$ cat config.mk
export PLATFORM = sky130hd
export DESIGN_NAME = button_click_classifier_core
export DESIGN_NICKNAME = d
export VERILOG_FILES = /design/src/rtl/core/bcc_pkg.sv /design/src/rtl/core/bcc_cfg.sv /design/src/rtl/core/bcc_fsm.sv /design/src/rtl/core/button_click_classifier_core.sv
export SDC_FILE = /design/constraint.sdc
export NUM_CORES = 1
export LEC_CHECK = 0
export ABC_AREA = 1
export BUFFER_PORTS_ARGS = -buffer_cell sky130_fd_sc_hd__buf_2
export CAP_MARGIN = 10
export CORE_MARGIN = 5
export CORE_UTILIZATION = 61
export DETAILED_ROUTE_END_ITERATION = 7
export PLACE_DENSITY = 0.81
export SLEW_MARGIN = 20
export SYNTH_ARGS = -nofsm -noshare
export SYNTH_HDL_FRONTEND = slang
export SYNTH_SLANG_ARGS = --single-unit
$ cat constraint.sdc
create_clock -name clk_i -period 4.05 [get_ports clk_i]
set_input_delay 0.6075 -clock clk_i [delete_from_list [all_inputs] [get_ports clk_i]]
set_output_delay 0.6075 -clock clk_i [all_outputs]
set_load 0.01 [all_outputs]
$ cat src/rtl/core/bcc_pkg.sv
`timescale 1ns / 1ps

package bcc_pkg;

  // Configuration register widths and reset values.
  localparam int unsigned TickW       = 8;
  localparam int unsigned HoldW       = TickW + 1;
  localparam int unsigned CfgIdxW     = 2;
  localparam logic [TickW-1:0] LongPressReset   = 8'd200;
  localparam logic [TickW-1:0] DoubleWinReset   = 8'd10;

  // Configuration register indexes.
  localparam logic [CfgIdxW-1:0] CfgLongPress = 2'd0;
  localparam logic [CfgIdxW-1:0] CfgDoubleWin = 2'd1;

  typedef enum logic [1:0] {
    EvNone   = 2'd0,
    EvShort  = 2'd1,
    EvLong   = 2'd2,
    EvDouble = 2'd3
  } click_event_e;

  typedef enum logic [1:0] {
    ClsDown  = 2'd0,
    ClsUp    = 2'd1,
    ClsShort = 2'd2,
    ClsLong  = 2'd3
  } press_class_e;

  typedef enum logic [4:0] {
    StIdle    = 5'b00001,
    StHold    = 5'b00010,
    StSettle  = 5'b00100,
    StRelease = 5'b01000,
    StSecond  = 5'b10000
  } gesture_step_e;

  typedef struct packed {
    logic key_pressed;
    logic enabled;
  } in_item_t;

  typedef struct packed {
    logic [1:0] click_event;
    logic [1:0] press_class;
  } out_item_t;

  typedef struct packed {
    logic [TickW-1:0] long_press_ticks;
    logic [TickW-1:0] double_window_ticks;
  } cfg_t;

endpackage

$ cat src/rtl/core/bcc_cfg.sv
`timescale 1ns / 1ps

module bcc_cfg (
  input  logic                          clk_i,
  input  logic                          rst_ni,
  input  logic                          cfg_valid_i,
  output logic                          cfg_ready_o,
  input  logic [bcc_pkg::CfgIdxW-1:0]   cfg_index_i,
  input  logic [bcc_pkg::TickW-1:0]     cfg_data_i,
  output bcc_pkg::cfg_t                 cfg_o
);

  bcc_pkg::cfg_t cfg_q, cfg_d;

  assign cfg_ready_o = 1'b1;

  always_comb begin
    cfg_d = cfg_q;
    if (cfg_valid_i) begin
      case (cfg_index_i)
        bcc_pkg::CfgLongPress: cfg_d.long_press_ticks    = cfg_data_i;
        bcc_pkg::CfgDoubleWin: cfg_d.double_window_ticks = cfg_data_i;
        default: cfg_d = cfg_q;
      endcase
    end
  end

  always_ff @(posedge clk_i or negedge rst_ni) begin
    if (!rst_ni) begin
      cfg_q.long_press_ticks    <= bcc_pkg::LongPressReset;
      cfg_q.double_window_ticks <= bcc_pkg::DoubleWinReset;
    end else begin
      cfg_q <= cfg_d;
    end
  end

  assign cfg_o = cfg_q;

endmodule

$ cat src/rtl/core/bcc_fsm.sv
`timescale 1ns / 1ps

module bcc_fsm (
  input  logic               clk_i,
  input  logic               rst_ni,
  input  logic               step_en_i,
  input  bcc_pkg::in_item_t  item_i,
  input  bcc_pkg::cfg_t      cfg_i,
  output bcc_pkg::out_item_t result_o
);

  localparam int unsigned TickW = bcc_pkg::TickW;
  localparam int unsigned HoldW = bcc_pkg::HoldW;

  bcc_pkg::gesture_step_e step_q, step_d;
  bcc_pkg::press_class_e  class_q, class_d;
  logic [HoldW-1:0]       hold_q, hold_d;
  logic [TickW-1:0]       window_q, window_d;
  bcc_pkg::click_event_e  event_d;

  logic [HoldW-1:0] hold_inc;
  logic [HoldW-1:0] long_ext;
  logic             down;

  assign down     = item_i.key_pressed;
  assign hold_inc = hold_q + HoldW'(1);
  assign long_ext = {1'b0, cfg_i.long_press_ticks};

  always_comb begin
    step_d   = step_q;
    class_d  = class_q;
    hold_d   = hold_q;
    window_d = window_q;
    event_d  = bcc_pkg::EvNone;
    if (item_i.enabled) begin
      case (step_q)
        bcc_pkg::StIdle: begin
          if (down) begin
            class_d = bcc_pkg::ClsDown;
            step_d  = (window_q != '0) ? bcc_pkg::StSecond : bcc_pkg::StSettle;
          end else if (window_q != '0) begin
            window_d = window_q - TickW'(1);
            // The window ran out after a short press: report it now.
            if (window_q == TickW'(1) && class_q == bcc_pkg::ClsShort) begin
              event_d = bcc_pkg::EvShort;
              class_d = bcc_pkg::ClsUp;
            end
          end
        end
        bcc_pkg::StHold: begin
          if (down) begin
            if (hold_inc < long_ext) begin
              hold_d  = hold_inc;
              class_d = bcc_pkg::ClsShort;
            end else if (class_q != bcc_pkg::ClsLong) begin
              hold_d  = hold_inc;
              class_d = bcc_pkg::ClsLong;
              event_d = bcc_pkg::EvLong;
            end else begin
              hold_d = long_ext;
            end
          end else begin
            step_d = bcc_pkg::StSettle;
          end
        end
        bcc_pkg::StSettle: begin
          step_d = down ? bcc_pkg::StHold : bcc_pkg::StRelease;
        end
        bcc_pkg::StRelease: begin
          if (!down) begin
            if (hold_q < long_ext) begin
              window_d = cfg_i.double_window_ticks;
            end
            hold_d = '0;
            step_d = bcc_pkg::StIdle;
          end else begin
            step_d = bcc_pkg::StSettle;
          end
        end
        bcc_pkg::StSecond: begin
          if (!down) begin
            class_d = bcc_pkg::ClsUp;
            event_d = bcc_pkg::EvDouble;
            step_d  = bcc_pkg::StIdle;
          end
        end
        default: step_d = bcc_pkg::StIdle;
      endcase
    end
  end

  always_ff @(posedge clk_i or negedge rst_ni) begin
    if (!rst_ni) begin
      step_q   <= bcc_pkg::StIdle;
      class_q  <= bcc_pkg::ClsDown;
      hold_q   <= '0;
      window_q <= '0;
    end else if (step_en_i) begin
      step_q   <= step_d;
      class_q  <= class_d;
      hold_q   <= hold_d;
      window_q <= window_d;
    end
  end

  assign result_o.click_event = event_d;
  assign result_o.press_class = class_d;

endmodule

$ cat src/rtl/core/button_click_classifier_core.sv
`timescale 1ns / 1ps

// Button click classifier: one input item is one sampling tick of a push button
// (pressed level and an enable bit); one result item comes back for each input
// item, carrying the click event of that tick and the press class after it.
// Input channel: in_valid_i / in_stall_o / in_item_i. An item is taken at an
// edge where in_valid_i is high and in_stall_o is low.
// Output channel: out_valid_o / out_stall_i / out_item_o, same rule.
// Configuration: cfg_valid_i / cfg_ready_o with a register index and data;
// index 0 is the long press threshold, index 1 the double-click window.
// Other indexes are ignored. cfg_ready_o is always high.
// Each item is held in the input register; the classifier state machine then
// updates and the result register loads. Throughput is one item per cycle
// while the receiver does not stall.
// When the receiver stalls, the result holds in the output register and the
// input register still holds one more item; only then does in_stall_o rise.
// Reset clears both pipeline stages, the gesture state and loads the default
// thresholds (200 and 10 ticks).
module button_click_classifier_core (
  input  logic                        clk_i,
  input  logic                        rst_ni,
  input  logic                        in_valid_i,
  output logic                        in_stall_o,
  input  bcc_pkg::in_item_t           in_item_i,
  output logic                        out_valid_o,
  input  logic                        out_stall_i,
  output bcc_pkg::out_item_t          out_item_o,
  input  logic                        cfg_valid_i,
  output logic                        cfg_ready_o,
  input  logic [bcc_pkg::CfgIdxW-1:0] cfg_index_i,
  input  logic [bcc_pkg::TickW-1:0]   cfg_data_i
);

  bcc_pkg::cfg_t      cfg;
  bcc_pkg::in_item_t  in_item_q;
  bcc_pkg::out_item_t result;
  bcc_pkg::out_item_t out_item_q;
  logic               in_valid_q;
  logic               out_valid_q;
  logic               advance;
  logic               step_en;

  // The output register can take a new result when it is empty or being read.
  assign advance    = !out_valid_q || !out_stall_i;
  assign step_en    = in_valid_q && advance;
  assign in_stall_o = in_valid_q && !advance;

  bcc_cfg u_cfg (
    .clk_i       (clk_i),
    .rst_ni      (rst_ni),
    .cfg_valid_i (cfg_valid_i),
    .cfg_ready_o (cfg_ready_o),
    .cfg_index_i (cfg_index_i),
    .cfg_data_i  (cfg_data_i),
    .cfg_o       (cfg)
  );

  bcc_fsm u_fsm (
    .clk_i     (clk_i),
    .rst_ni    (rst_ni),
    .step_en_i (step_en),
    .item_i    (in_item_q),
    .cfg_i     (cfg),
    .result_o  (result)
  );

  // Input register stage.
  always_ff @(posedge clk_i or negedge rst_ni) begin
    if (!rst_ni) begin
      in_valid_q <= 1'b0;
    end else if (!in_stall_o) begin
      in_valid_q <= in_valid_i;
    end
  end

  always_ff @(posedge clk_i) begin
    if (in_valid_i && !in_stall_o) begin
      in_item_q <= in_item_i;
    end
  end

  // Result register stage.
  always_ff @(posedge clk_i or negedge rst_ni) begin
    if (!rst_ni) begin
      out_valid_q <= 1'b0;
    end else if (advance) begin
      out_valid_q <= in_valid_q;
    end
  end

  always_ff @(posedge clk_i) begin
    if (step_en) begin
      out_item_q <= result;
    end
  end

  assign out_valid_o = out_valid_q;
  assign out_item_o  = out_item_q;

endmodule

### Yosys cells after proc, flatten, opt, wreduce, memory -nomap -nowiden

Cells that the tools add are included.

* add/sub/neg operators: 2
* $lt $le $gt $ge: 2
* equal/unequal tests: 17
* muxes and demuxes: 34
* reduce and logical (&&, ||, !) cells: 18

Operators with widths (number)
* two-way mux 9 bit: 4
* two-way mux 8 bit: 4
* two-way mux 2 bit: 14
* one-hot mux 5 bit (5 select lines): 1
* two-way mux 5 bit: 4
* < comparator 9 x 8 -> 1 bit: 2
* one-hot mux 9 bit (2 select lines): 1
* one-hot mux 8 bit (2 select lines): 1
* inequality test 2 bit (second input constant): 7
* one-hot mux 2 bit (3 select lines): 2
* AND reduction 5 bit: 2
* adder 9 x 1 -> 9 bit (second input constant): 1
* equality test 8 x 1 -> 1 bit (second input constant): 1
* nonzero test 8 bit: 1
* subtractor 8 x 1 -> 8 bit (second input constant): 1
* AND reduction 7 bit: 1
* equality test 5 x 1 -> 1 bit (second input constant): 1
* equality test 5 x 2 -> 1 bit (second input constant): 1
* equality test 5 x 3 -> 1 bit (second input constant): 1
* equality test 5 x 4 -> 1 bit (second input constant): 1
* equality test 5 bit (second input constant): 1
* logical AND 1 bit: 4
* zero test 1 bit: 4
* two-way mux 4 bit: 1
* other kinds (9): 12

* register bits after elaboration: 48
* input bits: 17
* output and inout bits: 7
* logic and storage cells: 85

### Depth between registers and ports, before layout

Gate-level depths: netlist (run 1).

* depth after elaboration: 7
* depth in mapped cells: 18
* gate-level depth less buffers: 18

### By module

From an unflattened synthesis (run 1), not the netlist that was laid out.

* cell total of the unflattened synthesis: 418
* area total of the unflattened synthesis: 3179.3 sq um

Modules (own cells, without submodules)
* bcc_fsm: instances 1, cells an instance 327, area an instance 2190.9 sq um, seq. area each 601.8 sq um
* bcc_cfg: instances 1, cells an instance 73, area an instance 713.2 sq um, seq. area each 406.6 sq um
* button_click_classifier_core: instances 1, cells an instance 18, area an instance 275.3 sq um, seq. area each 230.2 sq um

### Least setup slack after synthesis (run 1)

OpenSTA, ideal clock, no wires.

* path kind: reg2reg
* start point: reg u_fsm.hold_q[0]
* end point: reg out_item_q, in the netlist out_item_o[3] (data pin)
* library setup time: 0.256 ns
* data arrival time: 1.926 ns
* data required time: 3.794 ns
* setup slack: 1.868 ns
* cell stages (with the launch flop): 14
* buffers on the path: 0
* period minus slack after synthesis: 2.182 ns
* cell sequence: dfrtp_1 -> ha_1 -> nand3_1 -> xor2_1 -> inv_1 -> ha_1 -> a21oi_1 -> nand2_1 -> nand2_1 -> nand2_1 -> nand2_2 -> nand2_4 -> nand3_1 -> a21oi_1

* cells in the longest elaborated chain, start to end: 5

RTL lines
* start: declaration: line bcc_fsm.sv:17 `logic [HoldW-1:0] hold_q, hold_d;`
* start signal: assignment: line bcc_fsm.sv:101 `hold_q <= hold_d;`
* adder 9 x 1 -> 9 bit: line bcc_fsm.sv:26 `assign hold_inc = hold_q + HoldW'(1);`
* < comparator 9 x 8 -> 1 bit: line bcc_fsm.sv:52 `if (hold_inc < long_ext) begin`
* two-way mux 2 bit: line bcc_fsm.sv:52
* two-way mux 2 bit: line bcc_fsm.sv:51 `if (down) begin`
* one-hot mux 2 bit (3 select lines): line bcc_fsm.sv:36 `case (step_q)`
* end signal: assignment: line button_click_classifier_core.sv:93 `out_item_q <= result;`
* end: declaration: line button_click_classifier_core.sv:37 `bcc_pkg::out_item_t out_item_q;`

Every way passes these cells.
A chain may end at the register's enable or synchronous reset.

### Worst setup path in the final report (run 1)

Same ends and word-level chain as after synthesis.

==> results of run 1 <==
-- Yosys cell counts --
cell type	number	area share, %
a21oi_1	10	1.6
o22ai_1	1	0.20
inv_1	64	7.6
nor2_1	17	2.0
nor3_1	2	0.32
nor3_2	1	0.32
nand2_4	1	0.36
buf_4	3	0.71
nand3b_1	3	0.71
o21bai_1	1	0.24
buf_1	1	0.12
clkbuf_1	3	0.36
mux2i_1	4	1.3
nor2_4	6	2.1
nand3_1	26	4.1
edfxtp_1	6	5.7
dfstp_2	6	5.0
nor2_2	3	0.59
o21ai_0	35	5.5
o21ai_1	10	1.6
a21o_2	1	0.28
buf_6	1	0.36
nand3_2	2	0.63
inv_2	2	0.24
ha_1	17	6.7
xor2_2	1	0.51
nor2_8	1	0.63
dfrtp_1	36	28
xor2_1	4	1.1
o31ai_1	2	0.47
conb_1	1	0.12
buf_2	1	0.16
nand2_2	6	1.2
nand2_1	108	13
xnor2_1	2	0.55
a31oi_1	2	0.40
nand4_1	14	2.8
nand4_4	3	2.0
o211ai_1	1	0.24
-- kinds of logic (layout without fill, tap and decap cells) --
kind of cell               after synthesis  count (layout)  synth area share [%]
AOI/OAI and AO/OA                       63              63                  10.5
xor gates and xnor gates                 7               7                  2.17
adders and majority gates               17              17                  6.72
other                                    1               1                 0.118
buffers and inverters                   75              96                  9.52
muxes                                    4               4                  1.26
and+or+nand+nor                        193             193                  30.6
DFF                                     48              48                  39.1
-- per-stage QoR --
stage          utilization, %  hold slack, ns  cells  area, µm²
3_3_place_gp             65.2           0.475    491       3310
4_1_cts                  67.9           0.470    499       3440
2_1_floorplan               -           0.312    408       3170
6_report                 67.9           0.435    499       3440
5_1_grt                  67.9           0.459    499       3440
3_5_place_dp             65.2           0.480    491       3310
-- worst min path at each step --
stage	from	to	slack [ns]
after CTS	in_item_i[1]	in_item_q[1]	0.47
after detailed placement	u_fsm.window_q[1]	u_fsm.window_q[1]	0.48
after global placement	u_fsm.window_q[1]	u_fsm.window_q[1]	0.47
after global routing	in_item_i[0]	in_item_q[0]	0.46
after floorplan	rst_ni	in_valid_q	0.31
final	rst_ni	out_valid_o	0.44
-- area by class of cell --
cell class                      count  share of cell area, %
Clock buffer                        6                   2.11
Clock inverter                      2                   1.74
Inverter                           66                   7.19
Multi-Input combinational cell    285                   47.2
Sequential cell                    48                   36.0
Tap cell                           70                   2.54
Timing Repair Buffer               22                   3.20
-- state kept, by name, indices dropped and copies added (netlist names) --
name,flops
out_valid_o,1
u_fsm.window_q,8
in_item_q,2
u_fsm.step_q,5
in_valid_q,1
u_fsm.hold_q,9
out_item_o,4
u_cfg.cfg_o,16
u_fsm.class_q,2
-- worst max-delay path: stages (launching register included) --
cell and delay (ns):
dfrtp_1 0.46, ha_1 0.25, nand3_1 0.11, xor2_1 0.23, inv_1 0.07, ha_1 0.29, a21oi_1 0.13, nand2_1 0.06
nand2_1 0.05, nand2_1 0.06, nand2_2 0.16, nand2_4 0.12, nand3_1 0.09, a21oi_1 0.08
-- power groups by stage --
stage / logic [µW] / registers [µW] / clock network, µW
detailed placement: 947 / 783 / 0
finish: 964 / 778 / 409
global placement: 906 / 778 / 0
global route: 1110 / 794 / 434
CTS: 959 / 774 / 409
floorplan: 771 / 748 / 0
-- routing by layer --
metal	wire (µm)	part of all wire, %	GRT usage [%]	up-vias
met3	295	4.4	3.18	16
met2	3210	48	35.6	81
met1	3020	45	30.4	1256
met5	0	0	0	-
met4	170	2.5	7.48	0
li1	-	-	-	1364
==> results.md, run 1 <==
* Vias at 2717
* # setup viols final at 0
* HPWL Detailed at 4990 µm
* Clock latency on the worst-skew pair at 0.30 ns
* Number of CTS-inserted buffers at 5
* # resized after CTS at 0
* Setup WS pre-CTS at 1.65 ns
* Hold-fix buffers, CTS at 0
* Global Route Usage Sum at 22.1%
* Status: complete, no violations
* Drt via density at 5.44
* Fill cells at 429
* Area grow syn2layout at 8.73%
* Die height at 82.1 µm
* P per Cell Area at 625 nW/µm²
* Final worst-path setup slack at 1.65 ns
* Setup TNS at 0 ns
* CP Class: reg2reg
* Overall power at 2150 µW
* Initial antenna violation count at 0
* Commonest cells after routing, fill and taps aside: nand2_1 (108), inv_1 (64), dfrtp_1 (36)
* Reg-to-Reg End: out_item_o[3]
* Max Buffers Root-to-Sink at 2
* Net load switching power at 914 µW
* TritonCTS clock tree: done
* Clock network power share at 19.0%
* Boundary Pins at 24
* Final wirelength at 6700 µm
* Antenna Nets Post-Route at 0
* Worst EP arrival at 2.47 ns
* Number of I/O port buffers at 22
* Routed WL per cell at 13.4 µm
* Initial Utilization at 62.4%
* Core Region at 5070 µm²
* Switching share of power at 42.5%
* Root Buffer: clkbuf_8
* Die Width at 82.1 µm
* Most common cell after layout, fill and taps aside: nand2_1
* Minimum clock period at 2.40 ns
* Htree depth at 2
* Antenna fix cells at 0
* Synth Cell Area at 3170 µm²
* Setup Skew at 0.00952 ns
* Max VDD drop at 0.344 mV
* Worst slew margin at 38.1%
* Pre-antenna DRT Iters at 5
* Synthesized area per cell at 7.76 µm²
* Final nets at 462
* Count of different cell masters after synthesis at 39
* Pint at 1240 µW
* First-pass GRT wire length at 11500 µm
* Post-synthesis sequential area ratio at 39.1%
* Reg2Reg Setup Slack at 1.65 ns
* Final Hold Fails at 0
* Maximum Capacitance Violations at 0
* YS warnings at 0
* Sequential Power Share at 36.2%
* CP required at 4.11 ns
* Worst Path Max Fanout at 10
* RSZ-0062 raised after global routing: no
* Synth Register Bits at 48
* Slew @ Worst Pin at 0.929 ns
* Multi-input logic area at 1630 µm²
* Startpoint types: register
* Die area at 6730 µm²
* Critical path destination: out_item_o[3]
* Leakage at 0.00182 µW
* Post-Syn Nets at 442
* Postcts setup bufs at 0
* Largest net degree at the start of global routing at 43
* Slew Limit Fails at 0
* Hold Path Class: in2async
* Max Fclk at 416 MHz
* Placer Congestion at 0.928
* Clock sinks at 48
* Vias in the first global route at 2571
* Grt ovf at 0
* Final period util at 59.4%
* Initial DRC Count at 195
* Register area at 1240 µm²
* Worst r2r path cells at 13
* CP Capture Type: register
* Combinational group share of total power at 44.8%
* Row Count at 26
* RR Startpoint: u_fsm.hold_q[0]
* Setup crit start: u_fsm.hold_q[0]
* DRC viols at 0
* Cells after Synth at 408
* CTS clock-pin slew for the worst setup and hold paths at 0.09 ns
* Layout cells sized above 1 at 14.5%
Power figures use the tool's default switching activity.
==> run 2: changes to the inputs <==
--- a/config.mk
+++ b/config.mk
@@ -9,9 +9,9 @@
 export BUFFER_PORTS_ARGS = -buffer_cell sky130_fd_sc_hd__buf_2
 export CAP_MARGIN = 10
 export CORE_MARGIN = 5
-export CORE_UTILIZATION = 61
+export CORE_UTILIZATION = 55
 export DETAILED_ROUTE_END_ITERATION = 7
-export PLACE_DENSITY = 0.81
+export PLACE_DENSITY = 0.77
 export SLEW_MARGIN = 20
 export SYNTH_ARGS = -nofsm -noshare
 export SYNTH_HDL_FRONTEND = slang
==> constraint.sdc (replaced) <==
create_clock -name clk_i -period 2.1 [get_ports clk_i]
set_input_delay 0.315 -clock clk_i [delete_from_list [all_inputs] [get_ports clk_i]]
set_output_delay 0.315 -clock clk_i [all_outputs]
set_load 0.01 [all_outputs]
==> run 2 against run 1 <==
The run now ends with setup timing left. Critical path type unchanged. Non-clock buffer count grew 18. Clock power grew 50%. First-iteration DRC count shrank 14%.
==> results.md, run 2 (synthesis gave the netlist of run 1 again) <==
* Global Route Usage Sum at 19.5% (was 22.1%)
* Reg-to-Reg End: u_fsm.hold_q[2] (was out_item_o[3])
* Worst Path Max Fanout at 7 (was 10)
* Antenna Nets Post-Route at 0 (unchanged)
* Final core occ at 65.9% (was 67.9%)
* Placer Congestion at 0.873 (was 0.928)
* Number of I/O port buffers at 22 (unchanged)
* CTS clock-pin slew for the worst setup and hold paths at 0.11 ns (was 0.09 ns)
* Clock latency on the worst-skew pair at 0.31 ns (was 0.30 ns)
* # setup viols final at 3 (was 0)
* Maximum Capacitance Violations at 0 (unchanged)
* Worst EP arrival at 2.33 ns (was 2.47 ns)
* Max Buffers Root-to-Sink at 2 (unchanged)
* Initial antenna violation count at 0 (unchanged)
* Boundary Pins at 24 (unchanged)
* Clock sinks at 48 (unchanged)
* Grt ovf at 0 (unchanged)
* Initial Utilization at 57.2% (was 62.4%)
* Worst r2r path cells at 17 (was 13)
* TritonCTS clock tree: done (unchanged)
* Row Count at 27 (was 26)
* Number of CTS-inserted buffers at 5 (unchanged)
* Most common cell after layout, fill and taps aside: nand2_1 (unchanged)
* RR Startpoint: u_fsm.hold_q[1] (was u_fsm.hold_q[0])
* Initial DRC Count at 167 (was 195)
* Hold-fix buffers, CTS at 0 (unchanged)
* Routed WL per cell at 13.3 µm (was 13.4 µm)
* Placed cell count at 507 (was 491)
* Status: complete, but fails checks (was complete, no violations)
* Die Width at 85.9 µm (was 82.1 µm)
* Max VDD drop at 0.782 mV (was 0.344 mV)
* Antenna fix cells at 0 (unchanged)
* Layout cells sized above 1 at 21.7% (was 14.5%)
* Setup WS pre-CTS at -0.0469 ns (was 1.65 ns)
* DRC viols at 0 (unchanged)
* Die area at 7380 µm² (was 6730 µm²)
* RSZ-0062 raised after global routing: yes (was no)
* Fill cells at 488 (was 429)
* Violated checks: setup timing
* First-pass GRT wire length at 11600 µm (was 11500 µm)
* Largest net degree at the start of global routing at 43 (unchanged)
* Core Region at 5540 µm² (was 5070 µm²)
* Worst slew margin at 64.1% (was 38.1%)
* CP Class: reg2reg (unchanged)
* HPWL Detailed at 4950 µm (was 4990 µm)
* Setup Skew at 0.0156 ns (was 0.00952 ns)
* Vias at 2818 (was 2717)
* P per Cell Area at 1170 nW/µm² (was 625 nW/µm²)
* Largest register FFs at 16 (unchanged)
* Die height at 85.9 µm (was 82.1 µm)
* Area grow syn2layout at 15.4% (was 8.73%)
* Htree depth at 2 (unchanged)
* Commonest cells after routing, fill and taps aside: nand2_1 (105), inv_1 (62), o21ai_0 (35), dfrtp_1 (35), nand3_1 (25) (was nand2_1 (108), inv_1 (64), dfrtp_1 (36))
* Final cell count without fillers at 520 (was 499)
* Final period util at 101% (was 59.4%)
* Startpoint types: register (unchanged)
* Pre-antenna DRT Iters at 5 (unchanged)
* Final nets at 481 (was 462)
* Minimum clock period at 2.12 ns (was 2.40 ns)
* Root Buffer: clkbuf_8 (unchanged)
* Final wirelength at 6930 µm (was 6700 µm)
* Register area at 1240 µm² (about the same)
* CP required at 2.32 ns (was 4.11 ns)
* Vias in the first global route at 2631 (was 2571)
* Final Hold Fails at 0 (unchanged)
* Multi-input logic area at 1720 µm² (was 1630 µm²)
* Slew @ Worst Pin at 0.539 ns (was 0.929 ns)
* Leakage at 0.00190 µW (was 0.00182 µW)
* Reg2Reg Setup Slack at -0.02 ns (was 1.65 ns)
* CP Capture Type: register (unchanged)
* Final worst-path setup slack at -0.0155 ns (was 1.65 ns)
* Drt via density at 5.42 (was 5.44)
* Hold Path Class: in2async (unchanged)
* Slew Limit Fails at 0 (unchanged)
* Max Fclk at 473 MHz (was 416 MHz)
[run 2: cell count changes in the layout (fill, tap and decap cells not counted), moves of 3 or more]
cell	previous run	this run
a21oi_1	10	7
a21oi_2	0	3
buf_4	0	17
nand2_1	108	105
[run 2: layout make-up]
cell class,instances,area share [%]
Timing Repair Buffer,40,7.05
Multi-Input combinational cell,286,47.2
Inverter,66,6.78
Sequential cell,48,33.9
Clock inverter,3,0.719
Tap cell,72,2.47
Clock buffer,5,1.88
[run 2: power by group]
group          internal (µW)  total (µW)  switching, µW
Sequential              1210        1490            279
Clock                    246         613            367
Combinational            892        2160           1270
[run 2: what timing repair did]
item	CTS	global route
pin swaps	8	5
setup endpoints to repair	11	19
buffers inserted	2	2
gates resized for setup	10	5
cloned	0	1
[run 2: critical path: stages, from the launching register on]
cell and delay, ns:
dfrtp_1 0.44, ha_4 0.20, nand3_4 0.07, xor2_2 0.19
inv_2 0.06, ha_4 0.27, nand2_1 0.04, inv_1 0.04
nand2_1 0.04, nand2_1 0.07, nand2_1 0.06, nand2_2 0.07
nand2_4 0.06, nand2_4 0.08, buf_12 0.12, nand2_1 0.05
nand4_1 0.07, nand2_1 0.06
[run 2: how the worst max path moves through the flow]
stage / startpoint / endpoint / cells past startpoint
after CTS: u_fsm.hold_q[0] / u_fsm.hold_q[0] / 17
final: u_fsm.hold_q[1] / u_fsm.hold_q[2] / 17
after floorplan: u_fsm.hold_q[0] / out_item_o[3] / 13
after global placement: u_fsm.hold_q[1] / out_item_o[3] / 13
after global routing: u_fsm.hold_q[1] / u_fsm.hold_q[4] / 17
after detailed placement: u_fsm.hold_q[1] / out_item_o[3] / 13
[run 2: metal layers]
metal / part of all wire, % / GRT usage [%] / vias up
li1: - / - / 1404
met1: 44 / 25.4 / 1303
met2: 48 / 33.4 / 90
met3: 5.3 / 3.07 / 21
met4: 2.0 / 5.90 / 0
met5: 0 / 0 / -
[run 2: metrics by stage]
step	TNS (ns)	power [µW]	hold WS, ns	cell area (µm²)
2_1_floorplan	0	2950	0.0194	3190
3_3_place_gp	-0.00532	3430	0.419	3450
3_5_place_dp	-0.350	3510	0.422	3450
4_1_cts	0	4200	0.0793	3610
5_1_grt	-1.39	4630	0.104	3650
6_report	-0.0321	4260	0.0495	3650
